[src/rtl/ledmap_pkg.sv]
// ----------------------------------------------------------------------------
// ledmap_pkg
// Shared types, register indexes and the string rollover helper for the
// LED raster address mapper.
// ----------------------------------------------------------------------------
`default_nettype none

package ledmap_pkg;

  // Configuration register indexes
  typedef enum logic [3:0] {
    CFG_WRAP_MODE         = 4'd0,
    CFG_RASTER_WIDTH      = 4'd1,
    CFG_CHAIN_RUN         = 4'd2,
    CFG_START_STRING      = 4'd3,
    CFG_POS_BASE          = 4'd4,
    CFG_FIRST_BOARD       = 4'd5,
    CFG_STRINGS_PER_BOARD = 4'd6,
    CFG_STRING_LENGTH     = 4'd7
  } cfg_idx_t;

  typedef enum logic [1:0] {
    WRAP_NONE   = 2'd0,
    WRAP_ZIGZAG = 2'd1,
    WRAP_CLIP   = 2'd2,
    WRAP_CHAIN  = 2'd3
  } wrap_mode_t;

  localparam logic [6:0] MAX_STRINGS = 7'd64;

  // Physical address of one LED string
  typedef struct packed {
    logic [3:0] brd;
    logic [5:0] str;
  } addr_t;

  // Advance to the next string; last string rolls to string 0 of next board,
  // last board wraps to board 0.
  function automatic addr_t next_string(addr_t cur, logic [6:0] spb, logic [4:0] bcnt);
    logic [6:0] limit;
    logic [6:0] s;
    logic [4:0] b;
    addr_t      res;
    limit = (spb > MAX_STRINGS) ? MAX_STRINGS : spb;
    s     = {1'b0, cur.str} + 7'd1;
    b     = {1'b0, cur.brd};
    if (s >= limit) begin
      s = '0;
      b = b + 5'd1;
      if (b >= bcnt) begin
        b = '0;
      end
    end
    res.str = s[5:0];
    res.brd = b[3:0];
    return res;
  endfunction

endpackage

`default_nettype wire

[src/rtl/led_raster_address_mapper_core.sv]
// ----------------------------------------------------------------------------
// led_raster_address_mapper_core
// Maps raster pixels, walked in row-major order, to board / string / position
// LED addresses in one of four wrap modes (none, zigzag, clip, chain).
// ----------------------------------------------------------------------------
// The result register sets result valid in the cycle after an input is accepted.
// Throughput: 1 item per cycle while results are taken; one combinational pass (a
//   16x16 multiply in zigzag mode) between the walk state and the result register.
// Input is taken whenever the result register is empty or drained this cycle.
// Reset (rst_n low, synchronous) clears the walk state and the result valid
//   and loads the configuration defaults; no clearing pass is needed.
`default_nettype none

module led_raster_address_mapper_core #(
  parameter int BOARD_COUNT = 4           // boards in the wrap ring, 1..16
) (
  input  wire logic        clk,
  input  wire logic        rst_n,

  // Input items
  input  wire logic        in_tvalid,
  output logic             in_tready,
  input  wire logic [7:0]  in_tdata,      // [0] first_pixel, [7:1] zero

  // Result items
  output logic             out_tvalid,
  input  wire logic        out_tready,
  output logic [31:0]      out_tdata,     // [3:0] board_number, [9:4] string_number,
                                          // [25:10] led_position, [31:26] zero

  // Configuration writes
  input  wire logic        cfg_valid,
  output logic             cfg_ready,
  input  wire logic [3:0]  cfg_index,
  input  wire logic [15:0] cfg_data
);

  localparam logic [4:0] BoardCnt = 5'(BOARD_COUNT);

  // --------------------------------------------------------------------------
  // Configuration registers
  // --------------------------------------------------------------------------
  ledmap_pkg::wrap_mode_t wrap_mode_r;
  logic [13:0] raster_width_r;
  logic [15:0] chain_run_r;
  logic [5:0]  start_string_r;
  logic [15:0] pos_base_r;
  logic [3:0]  first_board_r;
  logic [6:0]  strings_per_board_r;
  logic [15:0] string_length_r;

  // Config is always accepted; the user must write only while the block is idle, the block itself does not enforce it.
  assign cfg_ready = 1'b1;

  always_ff @(posedge clk) begin
    if (!rst_n) begin
      wrap_mode_r         <= ledmap_pkg::WRAP_NONE;
      raster_width_r      <= 14'd1;
      chain_run_r         <= '0;
      start_string_r      <= '0;
      pos_base_r          <= '0;
      first_board_r       <= '0;
      strings_per_board_r <= 7'd32;
      string_length_r     <= 16'd1;
    end else if (cfg_valid) begin
      unique case (ledmap_pkg::cfg_idx_t'(cfg_index))
        ledmap_pkg::CFG_WRAP_MODE:
          wrap_mode_r <= ledmap_pkg::wrap_mode_t'(cfg_data[1:0]);
        ledmap_pkg::CFG_RASTER_WIDTH:      raster_width_r      <= cfg_data[13:0];
        ledmap_pkg::CFG_CHAIN_RUN:         chain_run_r         <= cfg_data;
        ledmap_pkg::CFG_START_STRING:      start_string_r      <= cfg_data[5:0];
        ledmap_pkg::CFG_POS_BASE:          pos_base_r          <= cfg_data;
        ledmap_pkg::CFG_FIRST_BOARD:       first_board_r       <= cfg_data[3:0];
        ledmap_pkg::CFG_STRINGS_PER_BOARD: strings_per_board_r <= cfg_data[6:0];
        ledmap_pkg::CFG_STRING_LENGTH:     string_length_r     <= cfg_data;
        default: ;                         // unused indexes are dropped
      endcase
    end
  end

  // --------------------------------------------------------------------------
  // Walk state
  // --------------------------------------------------------------------------
  logic [12:0]       column_count_r, column_count_nxt;
  logic [15:0]       string_pixel_count_r, string_pixel_count_nxt;
  ledmap_pkg::addr_t cur_addr_r, cur_addr_nxt;
  logic [15:0]       row_wrap_count_r, row_wrap_count_nxt;

  // Result register
  logic        out_valid_r;
  logic [31:0] out_data_r, out_data_nxt;

  logic in_accept;
  assign in_tready = !out_valid_r || out_tready;
  assign in_accept = in_tvalid && in_tready;

  // --------------------------------------------------------------------------
  // Address computation for one pixel
  // --------------------------------------------------------------------------
  logic              first_pixel;
  logic [12:0]       col0;
  logic [12:0]       col1;
  logic [15:0]       spc0;          // pixel count after restart
  logic [15:0]       spc_map;       // pixel count after clip rollover
  logic [15:0]       spc_inc;
  logic [15:0]       rwc0;
  logic [15:0]       rwc_row;       // row counter after row start
  logic [15:0]       rwc_map;
  ledmap_pkg::addr_t addr0;
  ledmap_pkg::addr_t addr_map;      // address reported for this pixel
  ledmap_pkg::addr_t addr_roll;
  logic [15:0]       run_len;
  logic [15:0]       w16;
  logic [15:0]       row_mult;      // 2r - 1
  logic [15:0]       zig_prod;
  logic [15:0]       offset;
  logic [15:0]       led_pos;

  assign first_pixel = in_tdata[0];
  assign w16         = {2'b00, raster_width_r};
  assign run_len     = (chain_run_r != 16'd0) ? chain_run_r : string_length_r;

  // Zigzag: W*r + W*(r-1) = W*(2r-1), all modulo 2^16
  assign row_mult = {rwc_row[14:0], 1'b0} - 16'd1;
  assign zig_prod = w16 * row_mult;

  always_comb begin
    // restart loads the start address and clears the counters
    col0  = first_pixel ? 13'd0 : column_count_r;
    spc0  = first_pixel ? 16'd0 : string_pixel_count_r;
    rwc0  = first_pixel ? 16'd0 : row_wrap_count_r;
    addr0 = cur_addr_r;
    if (first_pixel) begin
      addr0.str = start_string_r;
      addr0.brd = first_board_r;
    end

    // row counter: zigzag counts rows, other row modes hold it at zero
    rwc_row = rwc0;
    if (wrap_mode_r != ledmap_pkg::WRAP_CHAIN && col0 == 13'd0) begin
      rwc_row = (wrap_mode_r == ledmap_pkg::WRAP_ZIGZAG) ? rwc0 + 16'd1 : 16'd0;
    end

    // clip: a full row moves to the next string before mapping
    spc_map  = spc0;
    rwc_map  = rwc_row;
    addr_map = addr0;
    if (wrap_mode_r == ledmap_pkg::WRAP_CLIP && spc0 >= w16) begin
      spc_map  = '0;
      rwc_map  = '0;
      addr_map = ledmap_pkg::next_string(addr0, strings_per_board_r, BoardCnt);
    end

    // even zigzag rows run backward
    if (wrap_mode_r == ledmap_pkg::WRAP_ZIGZAG && !rwc_row[0]) begin
      offset = zig_prod - spc0 - 16'd1;
    end else begin
      offset = spc_map;
    end
    led_pos = offset + pos_base_r;

    // advance along the string, roll over when full or wrapped
    spc_inc   = spc_map + 16'd1;
    addr_roll = ledmap_pkg::next_string(addr_map, strings_per_board_r, BoardCnt);
    string_pixel_count_nxt = spc_inc;
    row_wrap_count_nxt     = rwc_map;
    cur_addr_nxt           = addr_map;
    if (wrap_mode_r == ledmap_pkg::WRAP_CHAIN) begin
      if (spc_inc >= run_len || spc_inc == 16'd0) begin
        string_pixel_count_nxt = '0;
        cur_addr_nxt           = addr_roll;
      end
    end else if (spc_inc >= string_length_r || spc_inc == 16'd0) begin
      string_pixel_count_nxt = '0;
      row_wrap_count_nxt     = '0;
      cur_addr_nxt           = addr_roll;
    end

    // column within the row
    col1             = col0 + 13'd1;
    column_count_nxt = ({1'b0, col1} >= raster_width_r) ? 13'd0 : col1;

    out_data_nxt = {6'd0, led_pos, addr_map.str, addr_map.brd};
  end

  always_ff @(posedge clk) begin
    if (!rst_n) begin
      column_count_r       <= '0;
      string_pixel_count_r <= '0;
      cur_addr_r           <= '0;
      row_wrap_count_r     <= '0;
    end else if (in_accept) begin
      column_count_r       <= column_count_nxt;
      string_pixel_count_r <= string_pixel_count_nxt;
      cur_addr_r           <= cur_addr_nxt;
      row_wrap_count_r     <= row_wrap_count_nxt;
    end
  end

  // --------------------------------------------------------------------------
  // Result register
  // --------------------------------------------------------------------------
  always_ff @(posedge clk) begin
    if (!rst_n) begin
      out_valid_r <= 1'b0;
    end else if (in_accept) begin
      out_valid_r <= 1'b1;
    end else if (out_tready) begin
      out_valid_r <= 1'b0;
    end
  end

  always_ff @(posedge clk) begin
    if (in_accept) begin
      out_data_r <= out_data_nxt;
    end
  end

  assign out_tvalid = out_valid_r;
  assign out_tdata  = out_data_r;

endmodule

`default_nettype wire

[config.mk]
export PLATFORM = sky130hd
export DESIGN_NAME = led_raster_address_mapper_core
export DESIGN_NICKNAME = d
export VERILOG_FILES = /design/src/rtl/ledmap_pkg.sv /design/src/rtl/led_raster_address_mapper_core.sv
export SDC_FILE = /design/constraint.sdc
export NUM_CORES = 1
export LEC_CHECK = 0
export BUFFER_PORTS_ARGS = -buffer_cell sky130_fd_sc_hd__buf_2
export CAP_MARGIN = 40
export CORE_ASPECT_RATIO = 1.2
export CORE_MARGIN = 2
export CORE_UTILIZATION = 60
export DETAILED_ROUTE_END_ITERATION = 6
export GPL_ROUTABILITY_DRIVEN = 1
export PLACE_DENSITY = 0.78
export SYNTH_ARGS = -nofsm -noshare
export SYNTH_HDL_FRONTEND = slang
export SYNTH_SLANG_ARGS = --single-unit
[constraint.sdc]
create_clock -name clk -period 13.3 [get_ports clk]
set_clock_uncertainty 0.15 [all_clocks]
set_input_delay 2.66 -clock clk [delete_from_list [all_inputs] [get_ports clk]]
set_output_delay 2.66 -clock clk [all_outputs]
set_load 0.02 [all_outputs]
### Yosys cells after proc, flatten, opt, wreduce, memory -nomap -nowiden

Index checks and enable logic that the tools add are counted.

| word-level totals | value |
|---|---|
| word-level logic and storage cells | 98 |
| flip-flop bits (word level) | 163 |
| bits of input ports | 33 |
| output and inout bits | 35 |

| operators by class | value |
|---|---|
| equal/unequal tests | 11 |
| multipliers | 1 |
| $lt $le $gt $ge | 9 |
| add/subtract/negate cells | 11 |
| muxes and demuxes | 29 |
| reductions and logical operators | 22 |

Operators with widths:

| operator | count |
|---|---|
| $mux W16 | 13 |
| $mux W10 | 5 |
| $add A16 B1 Y16 const B | 2 |
| $ge A16 B16 Y1 | 2 |
| $sub A16 B1 Y16 const B | 2 |
| $mux W13 | 2 |
| $add A16 B16 Y16 | 1 |
| $eq A4 B3 Y1 const B | 4 |
| $ge A16 B14 Y1 | 1 |
| $logic_not A16 Y1 | 1 |
| $mul A14 B16 Y16 | 1 |
| $mux W4 | 4 |
| $reduce_and A2 Y1 | 8 |
| $reduce_bool A16 Y1 | 1 |
| $sub A16 B16 Y16 | 1 |
| $add A6 B1 Y7 const B | 2 |
| $ge A13 B14 Y1 | 1 |
| $ge A7 B7 Y1 | 2 |
| $add A13 B1 Y13 const B | 1 |
| $logic_not A13 Y1 | 1 |
| $mux W6 | 2 |
| $add A4 B1 Y5 const B | 2 |
| $ge A5 B3 Y1 const B | 2 |
| $eq A4 B2 Y1 const B | 2 |
| other kinds (12) | 20 |

### Logic depth before layout (Yosys ltp)

| depth | value |
|---|---|
| depth after elaboration | 12 |
| gate-level depth with buffers | 46 |
| depth with buffers taken out | 40 |

### Least setup slack after synthesis

No wires, ideal clock.

| timing path | value |
|---|---|
| kind | input-to-reg |
| start | input port in_tdata[0] |
| end | register out_data_r[25], in the netlist out_tdata[25], data pin |
| buffers on the path | 8 |
| setup slack | 1.134 ns |
| cell stages on the path | 41 |
| arrival | 11.756 ns |
| data required time | 12.891 ns |
| setup time | 0.259 ns |
| path through | buf_2 buf_2 buf_2 buf_1 buf_1 clkbuf_1 buf_1 nor2b_1 ha_1 nand3_1 o21ai_0 a21oi_1 ha_1 inv_1 a311oi_2 and4_1 buf_6 nand3_4 [5 not listed] fa_1 inv_1 fa_1 fa_1 inv_1 fa_1 fa_1 xor2_1 xnor2_1 xnor2_1 xnor2_1 xnor3_1 xnor3_1 xnor2_1 xnor3_1 xnor2_1 a21oi_1 xnor2_1 |

| between the ends | value |
|---|---|
| cells in the longest elaborated chain, start to end | 10 |
| elaborated cells between the ends (all ways) | 19 |
| those cells by class | add/sub: 5; mul: 1; order compare: 1; mux: 7; reduce/logical: 5 |

Ends and longest elaborated chain:

| item | line | text |
|---|---|---|
| start: declaration | led_raster_address_mapper_core.sv:23 | `input wire logic [7:0] in_tdata,` |
| $mux W16 or $mux W13 (tied branches) | led_raster_address_mapper_core.sv:131, led_raster_address_mapper_core.sv:129 |  |
| $add A16 B1 Y16 or $logic_not A13 Y1 (tied branches) | led_raster_address_mapper_core.sv:141, led_raster_address_mapper_core.sv:140 |  |
| $mux W16 or $logic_and A1 B1 Y1 (tied branches) | led_raster_address_mapper_core.sv:141, led_raster_address_mapper_core.sv:140 |  |
| $mux W16 | led_raster_address_mapper_core.sv:140 | `if (wrap_mode_r != ledmap_pkg::WRAP_CHAIN && col0 == 13'd0) begin` |
| $sub A16 B1 Y16 | led_raster_address_mapper_core.sv:124 | `assign row_mult = {rwc_row[14:0], 1'b0} - 16'd1;` |
| $mul A14 B16 Y16 | led_raster_address_mapper_core.sv:125 | `assign zig_prod = w16 * row_mult;` |
| $sub A16 B16 Y16 | led_raster_address_mapper_core.sv:156 | `offset = zig_prod - spc0 - 16'd1;` |
| $sub A16 B1 Y16 | led_raster_address_mapper_core.sv:156 |  |
| $mux W16 * | led_raster_address_mapper_core.sv:155 | `if (wrap_mode_r == ledmap_pkg::WRAP_ZIGZAG && !rwc_row[0]) begin` |
| $add A16 B16 Y16 * | led_raster_address_mapper_core.sv:160 | `led_pos = offset + pos_base_r;` |
| net led_pos[15] | led_raster_address_mapper_core.sv:117 | `logic [15:0] led_pos;` |
| end signal: assignment | led_raster_address_mapper_core.sv:215 | `out_data_r <= out_data_nxt;` |
| end: declaration | led_raster_address_mapper_core.sv:91 | `logic [31:0] out_data_r, out_data_nxt;` |

Mark *: on every way through the listed nets, which the timed path passes. The rest lies on a longest branch.
A chain may end at the register's enable or synchronous reset.

### Final worst setup path

Same ends and word-level chain as after synthesis.

==> impl_metrics.tcl <==
set metrics [dict create \
    seqPwrFrac_pct 36.7 \
    ctsResizeCount 0 \
    p_comb_share_pct 30.4 \
    cts_root_buf "clkbuf_16" \
    route.detailed.wl_per_inst_um 18.9 \
    async_reset_ff_share_pct 0 \
    cts.clk_slew.worst_paths_ns 0.07 \
    die_h_um 178 \
    syn-cell-area_um2 15100 \
    ys.flop_type "dfxtp_1" \
    fin_util_pct 65.4 \
    drive_gt1_share_pct 7.03 \
    antenna_found_initial 0 \
    cp-start-kind "input port" \
    insertion_delay_ns 0.45 \
    avgSynthCellArea_um2 8.29 \
    synth.distinct_cells 82 \
    crit_path_end_kind "register" \
    clock.fmax_mhz 82.6 \
    clockBufferDepth 2 \
    cp-startpoint "in_tdata[0]" \
    worstHoldStart "cur_addr_r[9]" \
    grt_use_total_pct 31.5 \
    ys_warn_count 0 \
    grt_first_pass_wirelength_mm 65.1 \
    p_sw_mw 0.469 \
    start_util_pct 61.1 \
    rows 63 \
    drt_iter0_markers 1223 \
    cts_tree "built" \
    place_congestion 0.953 \
    cpPeakStageDelay_ns 0.57 \
    post_cts.repair.setup_buffers 0 \
    grt_start_max_net_pins 86 \
    ir_worst_vdd_uv 96.7 \
    cp.arrival_ns 12.14 \
    status "complete, no violations" \
    clock_sinks 162 \
    cp_data_required_time_ns 13.34 \
    power.leakage_nw 7.19 \
    rrSetupSlack_ns 3.36 \
    wirelength_mm 41.0 \
    portBuffers 53 \
    ys_seq_area_share_pct 23.2 \
    crit_slowest_cell "o41ai_1" \
    diodes 0 \
    dp_hpwl_mm 30.6 \
    maxSlewViolCount 0 \
    cts_inserted_buffers 17 \
    fin_nets 2112 \
    synth_edf_count 26 \
    ios 68 \
    path_common_cell "inv_1" \
    route.antenna.remaining_nets 0 \
    worst_pin_slew_ns 0.924 \
    p_int_mw 0.937 \
    fin_crit_sh_pct 91.0 \
    cts_max_level 4 \
    dieArea_um2 26500 \
    setup_viol 0 \
    slew_headroom_pct 37.6 \
    synth.ff_latch_count 162 \
    drc 0 \
    avgViaCountPerCell 6.03 \
    period_needed_ns 12.10 \
    p_per_area_nw_per_um2 86.8 \
    num_vias 13100 \
    critical_path_class "input port to register" \
    drv_cap 0 \
    reg2reg_from "column_count_r[5]" \
    rsz0062_at_grt "false" \
    syn_to_final_growth_pct 7.15 \
    die_x_um 149 \
    p_sw_share_pct 33.3 \
    dr.pass1.iters 6 \
    hold_viol 0 \
    coreArea_um2 24800 \
    worst_hold_path_type "register to register" \
    clockPowerShare_pct 32.8 \
    holdBufCountCts 0 \
    fin_setup_tns_ns 0 \
    grt_overflow_total 0 \
    first_global_vias 12700 \
    synthCells 1823 \
    cp_max_fo 12 \
]
[cells by family after synthesis]
| family | count (synthesis) | share of synthesized area [%] |
|---|---|---|
| simple gates | 622 | 19.8 |
| buf+inv | 285 | 7.36 |
| fa+ha+maj | 243 | 24.9 |
| other cells | 2 | 0.0497 |
| mux | 63 | 4.23 |
| xor+xnor | 91 | 5.69 |
| flops | 162 | 23.2 |
| compound gates | 355 | 14.8 |
[power by group through the flow]
stage          combinational (mW)  sequential, mW  clock, mW
6_report                    0.428           0.517      0.461
3_5_place_dp                0.422           0.527          0
4_1_cts                     0.427           0.516      0.467
2_1_floorplan               0.322           0.532          0
5_1_grt                     0.476           0.517      0.486
3_3_place_gp                0.410           0.527          0
[per-stage QoR]
step / hold slack, ns / total power, mW / instances / setup slack [ns] / area (um2)
after CTS: 0.304 / 1.41 / 2174 / 1.28 / 16200
after global placement: 0.288 / 0.937 / 2133 / 0.912 / 15500
after global routing: 0.323 / 1.48 / 2174 / 0.694 / 16200
after detailed placement: 0.295 / 0.949 / 2142 / 0.817 / 15700
after floorplan: 0.279 / 0.854 / 1828 / 1.13 / 15100
final: 0.301 / 1.41 / 2174 / 1.20 / 16200
[placed cells by master (no fill, tap or decap), drive strengths merged, types with 48 or more instances in the layout]
master  synthesis  routed
a21oi         131     131
buf            24      76
dfxtp         136     136
fa             96      96
ha            147     147
inv           195     200
mux2i          56      56
nand2         222     222
nand3          48      48
nor2          144     144
o21ai          64      64
xnor2          62      62
[flip-flops by register name, indices dropped and copies added (netlist names)]
register and cells:
chain_run_r 16, column_count_r 13, cur_addr_r 10, first_board_r 4, out_tdata 26, out_tvalid 1, pos_base_r 16, raster_width_r 14
row_wrap_count_r 15, start_string_r 6, string_length_r 16, string_pixel_count_r 16, strings_per_board_r 7, wrap_mode_r 2
[cells in the mapped netlist (all sizes together), types with 12 or more instances]
library cell	n	share of area [%]
a21o	46	2.3
a21oi	131	4.3
a31oi	13	0.54
and2	47	1.9
buf	24	0.88
clkbuf	63	1.6
dfxtp	136	18
edfxtp	26	5.2
fa	96	13
ha	147	12
inv	195	4.8
mux2i	56	3.7
nand2	222	5.5
nand2b	28	1.2
nand3	48	1.7
nand4	17	0.70
nor2	144	3.6
nor2b	25	1.0
nor3	24	0.86
nor4	14	0.68
o21ai	64	2.1
o21bai	13	0.65
o22ai	12	0.50
xnor2	62	3.6
xor2	25	1.5
[critical path: cells and delay by family]
| family | cells | cell delay, ns |
|---|---|---|
| compound gates | 9 | 2.14 |
| xor+xnor | 5 | 1.26 |
| fa+ha+maj | 9 | 3.56 |
| buf+inv | 10 | 0.74 |
| simple gates | 6 | 1.77 |
[path summary, 6_finish.rpt]
path / to / cells after the start
min: cur_addr_r[9] / 2
max reg2reg: out_tdata[25] / 36
max: out_tdata[25] / 39
min reg2reg: cur_addr_r[9] / 2
[final cells by class]
cell class | instances | area, um2
multi-input combinational | 1381 | 10500
fill | 2106 | 8560
sequential | 162 | 3500
inverter | 198 | 744
timing repair buffer | 76 | 484
clock buffer | 19 | 433
tap | 325 | 407
clock inverter | 13 | 104
[layer usage]
metal	vias up	routed length, um	GRT usage, %
met5	-	0	0
met4	0	1730	14.3
met3	123	3080	4.65
met2	565	19900	54.0
met1	6243	16300	39.3
li1	6179	-	-
No activity file was read; power rests on OpenSTA's default activity.
